### src/design/eds_pkg.sv
`timescale 1ns / 1ps
// ----------------------------------------------------------------------------
// eds_pkg: shared constants for the 2-D euclidean distance pipeline
// Coordinate width default and the depth of the difference/square front end.
// ----------------------------------------------------------------------------
package eds_pkg;

  // default coordinate width (signed, fraction bits only name the scale)
  localparam int COORD_BITS_DEF = 24;

  // difference, magnitude, square and sum stages ahead of the root chain
  localparam int FRONT_STAGES = 4;

endpackage

### src/design/eds_cell.sv
`timescale 1ns / 1ps
// ----------------------------------------------------------------------------
// eds_cell: one digit of the restoring square root recurrence
// Takes two radicand bits, tries root*4+1 against the remainder, keeps one
// root bit and hands everything to the next cell.
// ----------------------------------------------------------------------------
module eds_cell #(
  parameter int ROOT_BITS = eds_pkg::COORD_BITS_DEF + 1
) (
  input  logic                   clk,
  input  logic                   rst_n,
  input  logic                   en,
  input  logic                   in_valid,
  input  logic [2*ROOT_BITS-1:0] in_rad,
  input  logic [ROOT_BITS:0]     in_rem,
  input  logic [ROOT_BITS-1:0]   in_root,
  output logic                   out_valid,
  output logic [2*ROOT_BITS-1:0] out_rad,
  output logic [ROOT_BITS:0]     out_rem,
  output logic [ROOT_BITS-1:0]   out_root
);
  import eds_pkg::*;

  localparam int RadBits = 2 * ROOT_BITS;

  logic                 valid_r;
  logic [RadBits-1:0]   rad_r, rad_nxt;
  logic [ROOT_BITS:0]   rem_r, rem_nxt;
  logic [ROOT_BITS-1:0] root_r, root_nxt;
  logic [ROOT_BITS+2:0] cur;
  logic [ROOT_BITS+2:0] trial;
  logic [ROOT_BITS+2:0] diff;
  logic                 take;

  // trial subtract of (root << 2) | 1 from the shifted remainder
  always_comb begin
    cur      = {in_rem, in_rad[RadBits-1:RadBits-2]};
    trial    = {1'b0, in_root, 2'b01};
    diff     = cur - trial;
    take     = (cur >= trial);
    rem_nxt  = take ? diff[ROOT_BITS:0] : cur[ROOT_BITS:0];
    root_nxt = {in_root[ROOT_BITS-2:0], take};
    rad_nxt  = {in_rad[RadBits-3:0], 2'b00};
  end

  // control
  always_ff @(posedge clk) begin
    if (!rst_n) begin
      valid_r <= 1'b0;
    end else if (en) begin
      valid_r <= in_valid;
    end
  end

  // payload
  always_ff @(posedge clk) begin
    if (en) begin
      rad_r  <= rad_nxt;
      rem_r  <= rem_nxt;
      root_r <= root_nxt;
    end
  end

  assign out_valid = valid_r;
  assign out_rad   = rad_r;
  assign out_rem   = rem_r;
  assign out_root  = root_r;

endmodule
### config.mk
export PLATFORM = sky130hd
export DESIGN_NAME = eds_cell
export DESIGN_NICKNAME = d
export VERILOG_FILES = /design/src/design/eds_pkg.sv /design/src/design/eds_cell.sv
export SDC_FILE = /design/constraint.sdc
export NUM_CORES = 1
export LEC_CHECK = 0
export BUFFER_PORTS_ARGS = -buffer_cell sky130_fd_sc_hd__buf_4
export CAP_MARGIN = 20
export CORE_AREA = 4 4 131 108
export DETAILED_ROUTE_END_ITERATION = 6
export DIE_AREA = 0 0 135 112
export PLACE_DENSITY_LB_ADDON = 0.08
export SETUP_SLACK_MARGIN = 0.5
export SLEW_MARGIN = 15
export SYNTH_ARGS = -nofsm -noshare
export SYNTH_HDL_FRONTEND = slang
export SYNTH_SLANG_ARGS = --single-unit
### constraint.sdc
create_clock -name clk -period 3.7 [get_ports clk]
set_clock_uncertainty 0.1 [all_clocks]
set_input_delay 0.37 -clock clk [delete_from_list [all_inputs] [get_ports clk]]
set_output_delay 0.37 -clock clk [all_outputs]
set_load 0.05 [all_outputs]
==> flow_metrics.env <==
export IMPL_status="finished, final reports clean"
export IMPL_yosysMostFrequentCell="edfxtp_1"
export IMPL_cts_root_buf="clkbuf_16"
export IMPL_hold_path_class="primary input to flip-flop"
export IMPL_ys_seq_area_frac=0.591
export IMPL_finalMaxSlewViolations=0
export IMPL_critPathCaptureType="flip-flop"
export IMPL_routabilityCongestion=0.825
export IMPL_firstDrtPassIters=4
export IMPL_dieArea_sq_um=15100
export IMPL_cts_sinks=100
export IMPL_synth_top_area_share=0.587
export IMPL_grt_pass1_vias=3837
export IMPL_start_util=0.398
export IMPL_worstMarginPinSlew_ps=748
export IMPL_yosysWarnings=0
export IMPL_placed_cells=764
export IMPL_syn_avg_cell_area_sq_um=13.0
export IMPL_max_freq_ghz=0.358
export IMPL_ctsResizeCount=0
export IMPL_fin_cells=780
export IMPL_total_power_mw=3.38
export IMPL_worst_ep_arrival_time_ps=2790
export IMPL_place_area_sq_um=6800
export IMPL_drc=0
export IMPL_post_cts_buffers=0
export IMPL_max_cap_violations=0
export IMPL_synth_simple_gate_area_frac=0.0924
export IMPL_synthAdderAreaFrac=0.0667
export IMPL_grt_overflow_total=0
export IMPL_max_stage_delay_ps=350
export IMPL_fin_area_sq_um=7090
export IMPL_drive_above_1_share=0.413
export IMPL_diodes=0
export IMPL_numPortBuffers=204
export IMPL_synth_area_sq_um=5060
export IMPL_ys_types=56
export IMPL_synthArstFlopShare=0
export IMPL_synth_top_area_cell="edfxtp_1"
export IMPL_synth_xor_area_share=0.0259
export IMPL_grt_start_max_net_pins=59
export IMPL_drt_wl_total_um=13300
export IMPL_synth_edf_count=99
export IMPL_ys_ff_latch=100
export IMPL_ctsHoldBuffers=0
export IMPL_netlist_instances=390
export IMPL_cp_slowest_cell="ha_1"
export IMPL_synthMuxAreaShare=0.0494
export IMPL_cts_tree="done"
export IMPL_rsz0062_at_grt="no"
export IMPL_fin_setup_tns_ps=0
export IMPL_worstPathRequired_ps=3700
export IMPL_p_leak_nw=3.11
export IMPL_hpwl_um=10500
export IMPL_vias_per_cell=5.00
export IMPL_crit_type="primary input to flip-flop"
export IMPL_die_y_um=112
export IMPL_netlist_top_cells_count="edfxtp_1 (99), inv_1 (32), ha_1 (27)"
export IMPL_cp_top_family="compound AO/OA/AOI/OAI gates"
export IMPL_dp_worst_setup_slack_ps=561
export IMPL_wl_per_cell_um=17.1
export IMPL_grt_pass1_wl_um=20300
export IMPL_period_share=0.755
export IMPL_die_w_um=135
export IMPL_vias=3900
export IMPL_clk_pin_slew_ps=70
export IMPL_grt_total_usage=0.171
export IMPL_cts_buffers=9
export IMPL_drtAntennaViolNets=0
export IMPL_nNetsFinal=732
export IMPL_synth_flop_cell="edfxtp_1"
export IMPL_vdd_drop_max_uv=271
export IMPL_worst_setup_path_start_kind="primary input"
export IMPL_crit_chain="buf_4 > ha_1 > a21oi_1 > o211ai_1 > a31oi_1 > o21ai_0 > a21o_1 > nor2_8 > inv_2 > buf_12 > mux2_4"
export IMPL_cellPowerDensity_nw_per_um2=478
export IMPL_critical_path_buf_inv_count=3
export IMPL_finalSetupViolCount=0
export IMPL_io_pins=207
export IMPL_min_period_ps=2790
export IMPL_finalHoldViolCount=0
export IMPL_synth_area_leaders="edfxtp_1 (59%), ha_1 (6.7%), mux2_4 (4.7%), a21oi_1 (2.6%), inv_1 (2.4%)"
export IMPL_cts_max_path_buffers=2
export IMPL_area_growth_pct=39.9
export IMPL_cts_htree_levels=3
export IMPL_synth_compound_area_frac=0.137
export IMPL_setup_ws_ps=905
export IMPL_synth_top_family_by_area="compound AO/OA/AOI/OAI gates"
export IMPL_crit_fanout=13
export IMPL_num_rows=37
export IMPL_antenna_found_initial=0
export IMPL_insertion_delay_ps=340
export IMPL_maxSlewHeadroom=0.501
export IMPL_first_iter_violations=222
export IMPL_fillCellCount=1121
export IMPL_core_area_sq_um=12700
[through the flow]
step	hold WS, ps	util
after global placement	400	0.534
final	93.9	0.557
after CTS	75.3	0.557
after floorplan	369	-
after detailed placement	408	0.534
after global routing	70.8	0.557
[worst paths after layout]
| kind | start | to | slack, ps | cells after the start |
|---|---|---|---|---|
| setup / recovery | in_rem[11] | out_rem[15]$_DFFE_PP_ | 910 | 11 |
| hold / removal | in_rad[20] | out_rad[22]$_DFFE_PP_ | 90 | 1 |
| setup reg to reg | out_valid$_SDFFE_PN0P_ | out_valid$_SDFFE_PN0P_ | 3010 | 2 |
| hold reg to reg | out_valid$_SDFFE_PN0P_ | out_valid$_SDFFE_PN0P_ | 420 | 2 |
[registers in the layout, indices dropped and copies added, names as in the netlist]
signal,cells
out_rad,48
out_rem,26
out_root,25
out_valid,1
[where the power goes]
| part | internal (mW) | switching (mW) |
|---|---|---|
| combinational | 0.384 | 0.686 |
| clock | 0.472 | 0.432 |
| sequential | 1.38 | 0.0299 |
[layout make-up]
cell class	count	area [sq um]	area share
Clock buffer	10	229	0.0323
Clock inverter	6	56.3	0.00795
Inverter	33	124	0.0175
Multi-Input combinational cell	248	1890	0.267
Sequential cell	100	2990	0.422
Tap cell	175	219	0.0309
Timing Repair Buffer	208	1570	0.222
[placed cells by master, fill, tap and decap left out, types with 6 or more instances in the layout]
| cell | netlist | final |
|---|---|---|
| a21o_1 | 10 | 10 |
| buf_4 | 2 | 207 |
| nand2b_1 | 6 | 6 |
| ha_1 | 27 | 27 |
| xnor2_1 | 11 | 11 |
| o31ai_1 | 6 | 6 |
| nor2_1 | 17 | 17 |
| o21ai_0 | 17 | 17 |
| clkbuf_16 | 0 | 9 |
| nand2_1 | 13 | 13 |
| a21oi_1 | 26 | 26 |
| edfxtp_1 | 99 | 99 |
| nand3_1 | 15 | 15 |
| nor3_1 | 9 | 9 |
| mux2_4 | 16 | 16 |
| inv_1 | 32 | 32 |
[routing by layer]
metal  vias to the layer above  track usage  part of all wire
li1                       1904            -                 -
met2                       166        0.275              0.47
met4                         0       0.0343            0.0070
met5                         -            0                 0
met1                      1825        0.218              0.42
met3                         5       0.0718              0.10
[kinds of logic (layout without fill, tap and decap cells)]
kind of cell / after synthesis / in the layout
xor gates and xnor gates: 15 / 15
other: 1 / 2
AOI/OAI and AO/OA: 100 / 100
buffers and inverters: 43 / 257
muxes: 17 / 17
DFF: 100 / 100
and+or+nand+nor: 87 / 87
adders and majority gates: 27 / 27
[worst reg2reg max path: cells and delay by family (launching register included)]
| kind | cells | cell delay, ps |
|---|---|---|
| muxes | 1 | 120 |
| and+or+nand+nor | 1 | 60 |
| DFF | 1 | 310 |
No activity file was read; power rests on OpenSTA's default activity.
