==> src/design/eds_pkg.sv <==
`timescale 1ns / 1ps
// ----------------------------------------------------------------------------
// eds_pkg: shared constants for the 2-D euclidean distance pipeline
// Coordinate width default and the depth of the difference/square front end.
// ----------------------------------------------------------------------------
package eds_pkg;

  // default coordinate width (signed, fraction bits only name the scale)
  localparam int COORD_BITS_DEF = 24;

  // difference, magnitude, square and sum stages ahead of the root chain
  localparam int FRONT_STAGES = 4;

endpackage

==> src/design/eds_front.sv <==
`timescale 1ns / 1ps
// ----------------------------------------------------------------------------
// eds_front: difference, magnitude, square and sum stages
// Four registered stages that turn two points into dx*dx + dy*dy.
// ----------------------------------------------------------------------------
module eds_front #(
  parameter int COORD_BITS = eds_pkg::COORD_BITS_DEF
) (
  input  logic                                  clk,
  input  logic                                  rst_n,
  input  logic [eds_pkg::FRONT_STAGES-1:0]      en,
  input  logic                                  in_valid,
  input  logic signed [COORD_BITS-1:0]          first_x,
  input  logic signed [COORD_BITS-1:0]          first_y,
  input  logic signed [COORD_BITS-1:0]          second_x,
  input  logic signed [COORD_BITS-1:0]          second_y,
  output logic [eds_pkg::FRONT_STAGES-1:0]      valid,
  output logic [2*COORD_BITS:0]                 sum
);
  import eds_pkg::*;

  logic [FRONT_STAGES-1:0]      valid_r;
  logic [FRONT_STAGES-1:0]      valid_nxt;
  logic signed [COORD_BITS:0]   dx_diff_r, dy_diff_r;
  logic signed [COORD_BITS:0]   dx_diff_nxt, dy_diff_nxt;
  logic signed [COORD_BITS:0]   dx_neg, dy_neg;
  logic [COORD_BITS-1:0]        dx_mag_r, dy_mag_r;
  logic [COORD_BITS-1:0]        dx_mag_nxt, dy_mag_nxt;
  logic [2*COORD_BITS-1:0]      dx_sq_r, dy_sq_r;
  logic [2*COORD_BITS-1:0]      dx_sq_nxt, dy_sq_nxt;
  logic [2*COORD_BITS:0]        sum_r;
  logic [2*COORD_BITS:0]        sum_nxt;

  // valid bits move one stage forward whenever a stage loads
  always_comb begin
    for (int k = 0; k < FRONT_STAGES; k++) begin
      if (en[k]) begin
        valid_nxt[k] = (k == 0) ? in_valid : valid_r[(k == 0) ? 0 : k - 1];
      end else begin
        valid_nxt[k] = valid_r[k];
      end
    end
  end

  always_ff @(posedge clk) begin
    if (!rst_n) begin
      valid_r <= '0;
    end else begin
      valid_r <= valid_nxt;
    end
  end

  // stage 0: signed differences, one bit wider than a coordinate
  assign dx_diff_nxt = {second_x[COORD_BITS-1], second_x} - {first_x[COORD_BITS-1], first_x};
  assign dy_diff_nxt = {second_y[COORD_BITS-1], second_y} - {first_y[COORD_BITS-1], first_y};

  // stage 1: magnitudes, which always fit a coordinate width unsigned
  assign dx_neg     = -dx_diff_r;
  assign dy_neg     = -dy_diff_r;
  assign dx_mag_nxt = dx_diff_r[COORD_BITS] ? dx_neg[COORD_BITS-1:0] : dx_diff_r[COORD_BITS-1:0];
  assign dy_mag_nxt = dy_diff_r[COORD_BITS] ? dy_neg[COORD_BITS-1:0] : dy_diff_r[COORD_BITS-1:0];

  // stage 2: one multiplier per axis
  assign dx_sq_nxt = dx_mag_r * dx_mag_r;
  assign dy_sq_nxt = dy_mag_r * dy_mag_r;

  // stage 3: exact sum of squares
  assign sum_nxt = {1'b0, dx_sq_r} + {1'b0, dy_sq_r};

  always_ff @(posedge clk) begin
    if (en[0]) begin
      dx_diff_r <= dx_diff_nxt;
      dy_diff_r <= dy_diff_nxt;
    end
    if (en[1]) begin
      dx_mag_r <= dx_mag_nxt;
      dy_mag_r <= dy_mag_nxt;
    end
    if (en[2]) begin
      dx_sq_r <= dx_sq_nxt;
      dy_sq_r <= dy_sq_nxt;
    end
    if (en[3]) begin
      sum_r <= sum_nxt;
    end
  end

  assign valid = valid_r;
  assign sum   = sum_r;

endmodule

==> config.mk <==
export PLATFORM = sky130hd
export DESIGN_NAME = eds_front
export DESIGN_NICKNAME = d
export VERILOG_FILES = /design/src/design/eds_pkg.sv /design/src/design/eds_front.sv
export SDC_FILE = /design/constraint.sdc
export NUM_CORES = 2
export LEC_CHECK = 0
export CORE_MARGIN = 2
export CORE_UTILIZATION = 25
export CTS_CLUSTER_DIAMETER = 120
export DETAILED_ROUTE_END_ITERATION = 8
export DONT_BUFFER_PORTS = 1
export SETUP_SLACK_MARGIN = 0.15
export SKIP_CTS_REPAIR_TIMING = 1
export SLEW_MARGIN = 40
export SYNTH_ARGS = -nofsm -noshare
export SYNTH_HDL_FRONTEND = slang
export SYNTH_SLANG_ARGS = --single-unit
==> constraint.sdc <==
create_clock -name clk -period 13.6 [get_ports clk]
set_clock_uncertainty 0.15 [all_clocks]
set_input_delay 1.36 -clock clk [delete_from_list [all_inputs] [get_ports clk]]
set_output_delay 1.36 -clock clk [all_outputs]
set_load 0.02 [all_outputs]
==> results.md <==
* Final setup viols at 0
* Area of the multi-input gates at 0.0329 mm^2
* Endpoints failing hold at 0
* Fraction of registers with async set/reset at 0%
* Register area share after synthesis at 16.1%
* Max-slew violations at 0
* Worst-margin pin slew at 752 ps
* Overall routing resource usage at 12.6%
* Port bufs at 0
* GRT overflow at 0
* Leading area contributor after synthesis: fa_1
* Area contributors post-synth: fa_1 37%, edfxtp_1 16%, ha_1 12%
* Post-route setup TNS at 0 ps
* Residual DRC at 0
* Rows at 156
* Die Area at 0.186 mm^2
* Clock sink count at 245
* Share of the synthesized area in the top cell type at 37.2%
* Die Y at 431 um
* Ys Warns at 0
* Max Clock Freq at 126 MHz
* Initial antenna violation count at 8
* Total core area at 0.181 mm^2
* Die width at 431 um
* H-tree depth at 2
* RSZ-0062 raised after global routing: no
* Worst EP arrival at 8170 ps
* Setup slack, reg-to-reg at 5660 ps
* Largest net degree at the start of global routing at 96
* Fillers at 19083
* Mapped Cells at 4690
* TritonCTS clock tree: yes
* Mapped cell area at 0.0455 mm^2
* Max-Cap Viols at 0
* Req. time, crit path at 13830 ps
* Tmin final at 7940 ps
* Yosys cell types at 84
* Critical-path maximum fanout at 14
* Vias in the first global route at 33620
* Status: complete, no violations
* Sequential cell area at 0.00732 mm^2
* DR vias/cell at 4.34
* Number of synthesized flops with an enable pin at 241
* CTS Root Cell: clkbuf_16
* First-pass GRT wire length at 184 mm
* CP Launch Type: flip-flop
* Layout cells sized above 1 at 3.23%
* Crit Path Class: flip-flop to flip-flop
* Initial Util at 25.2%
* Mapped Avg Cell Area at 9.71 um^2
* DPL Wire Length at 93.9 mm
* Reg clk slew, reported paths at 60 ps
* GPL Wtd Cong at 0.875
* Layout net count at 6053
* Post-synthesis register bit count at 245
* CTS Buf Count at 37
* Routed wire per std cell at 16.0 um
* Worst skew pair latency at 630 ps
* Worst slew margin at 49.2%
* Clock Path Buffers at 3
* Critical path endpoint category: flip-flop
* Overall routed net length at 112 mm
* Post-Syn Nets at 6092
* IO Pins at 156
* Post-synth top flop: edfxtp_1
* Drt first pass iters at 5
* Fin crit share at 58.4%
* Worst Hold Class: flip-flop to flip-flop
* Vias at 30601
* ANT nets after route at 0
* Layout area overhead at 9.30%
* Hold slack at 411 ps
* Detailed router's first-iteration violation count at 1820
-- flip-flops by register name, indices dropped and copies added (netlist names) --
register	flops
dx_mag_r	24
dx_diff_r	25
dx_sq_r	47
valid	4
sum	49
dy_diff_r	25
dy_mag_r	24
dy_sq_r	47
-- worst max-delay path, cell delays in order, from the launching register on --
cell and delay [ps]:
edfxtp_1 730, buf_6 260, and2_1 210, inv_1 90
fa_1 410, inv_1 80, fa_1 470, fa_1 600
inv_1 70, fa_1 510, inv_1 60, fa_1 490
fa_1 490, inv_1 50, fa_1 470, inv_1 40
ha_1 380, and3_1 260, and2_1 180, a221oi_2 240
o21ai_1 190, a41o_1 350, a221oi_1 530, o21bai_1 110
a21oi_1 190, xnor2_1 80
-- final timing paths --
kind | cells past startpoint | end | from
worst max-delay path | 25 | dy_sq_r[43] | dy_mag_r[5]
worst min-delay path | 1 | dy_mag_r[23] | dy_diff_r[23]
worst max register to register | 25 | dy_sq_r[43] | dy_mag_r[5]
worst min register to register | 1 | dy_mag_r[23] | dy_diff_r[23]
-- logic make-up after synthesis --
| family | after synthesis | share of synthesized area, % |
|---|---|---|
| adders and majority gates | 1299 | 49.6 |
| DFF | 245 | 16.1 |
| xor gates and xnor gates | 235 | 4.52 |
| AOI/OAI and AO/OA | 520 | 7.56 |
| and+or+nand+nor | 969 | 10.3 |
| muxes | 9 | 0.206 |
| buffers and inverters | 1413 | 11.7 |
-- stage by stage --
step | util [%] | worst slack (ps) | area, um^2 | instances
finish | 27.5 | 5660 | 49800 | 7049
global placement | 26.7 | 5480 | 48200 | 6956
detailed placement | 26.8 | 5640 | 48500 | 6982
floorplan | - | 6290 | 45500 | 4690
global route | 27.5 | 5300 | 49700 | 7046
CTS | 27.5 | 5640 | 49700 | 7046
-- cells in the final DEF, fill, tap and decap left out, types with 24 or more instances in the layout --
| cell type | netlist | final |
|---|---|---|
| o21ai_0 | 77 | 77 |
| nor2b_1 | 36 | 36 |
| ha_1 | 454 | 454 |
| clkbuf_16 | 0 | 37 |
| xor2_1 | 77 | 77 |
| a31oi_1 | 28 | 28 |
| nand2_1 | 400 | 400 |
| inv_1 | 1280 | 1280 |
| buf_4 | 0 | 28 |
| o21bai_1 | 25 | 25 |
| a21o_1 | 94 | 94 |
| nor3_1 | 24 | 24 |
| nor2_1 | 140 | 140 |
| nand3_1 | 30 | 30 |
| edfxtp_1 | 241 | 241 |
| and2_1 | 227 | 227 |
| fa_1 | 845 | 845 |
| a21oi_1 | 156 | 156 |
| xnor2_1 | 158 | 158 |
-- layout make-up --
type | instances | share of cell area, %
tap | 2370 | 5.96
sequential | 245 | 14.7
clock buffer | 37 | 1.86
multi-input combinational | 3032 | 66.1
antenna | 3 | 0.0151
timing repair buffer | 54 | 1.04
inverter | 1281 | 9.66
clock inverter | 27 | 0.661
-- synthesized netlist by cell type (all sizes together), types with 4 or more instances --
cell    number
nand3       31
nand3b       5
o41ai        9
nor3        24
a21o        95
o22ai        5
a41o         4
a211oi      11
mux2i        6
and3        20
clkbuf     125
or3          8
a31o         6
a21oi      158
o21a        19
o21ai       96
nand4       22
or2         10
fa         845
o31ai       11
o21bai      26
and2       227
or4          8
nor3b        4
nor2b       36
xnor2      158
nor4         8
dfxtp        4
and4         6
nand2b      16
a21boi       4
o211ai      11
nand2      400
buf          7
inv       1280
a31oi       29
o211a        4
a221oi       7
edfxtp     241
nor2       140
xor2        77
ha         454
-- layer usage --
| layer | part of all wire (%) | global-route usage (%) | vias up | wire [um] |
|---|---|---|---|---|
| met5 | 0 | 0 | - | 0 |
| met4 | 3.8 | 4.25 | 0 | 4290 |
| met3 | 4.8 | 1.85 | 157 | 5350 |
| met2 | 49 | 22.0 | 683 | 55600 |
| met1 | 42 | 15.7 | 15489 | 47300 |
| li1 | - | - | 14272 | - |
Power is not shown: default switching activity piles up to over one toggle a cycle in this logic, so the estimate is an artifact.
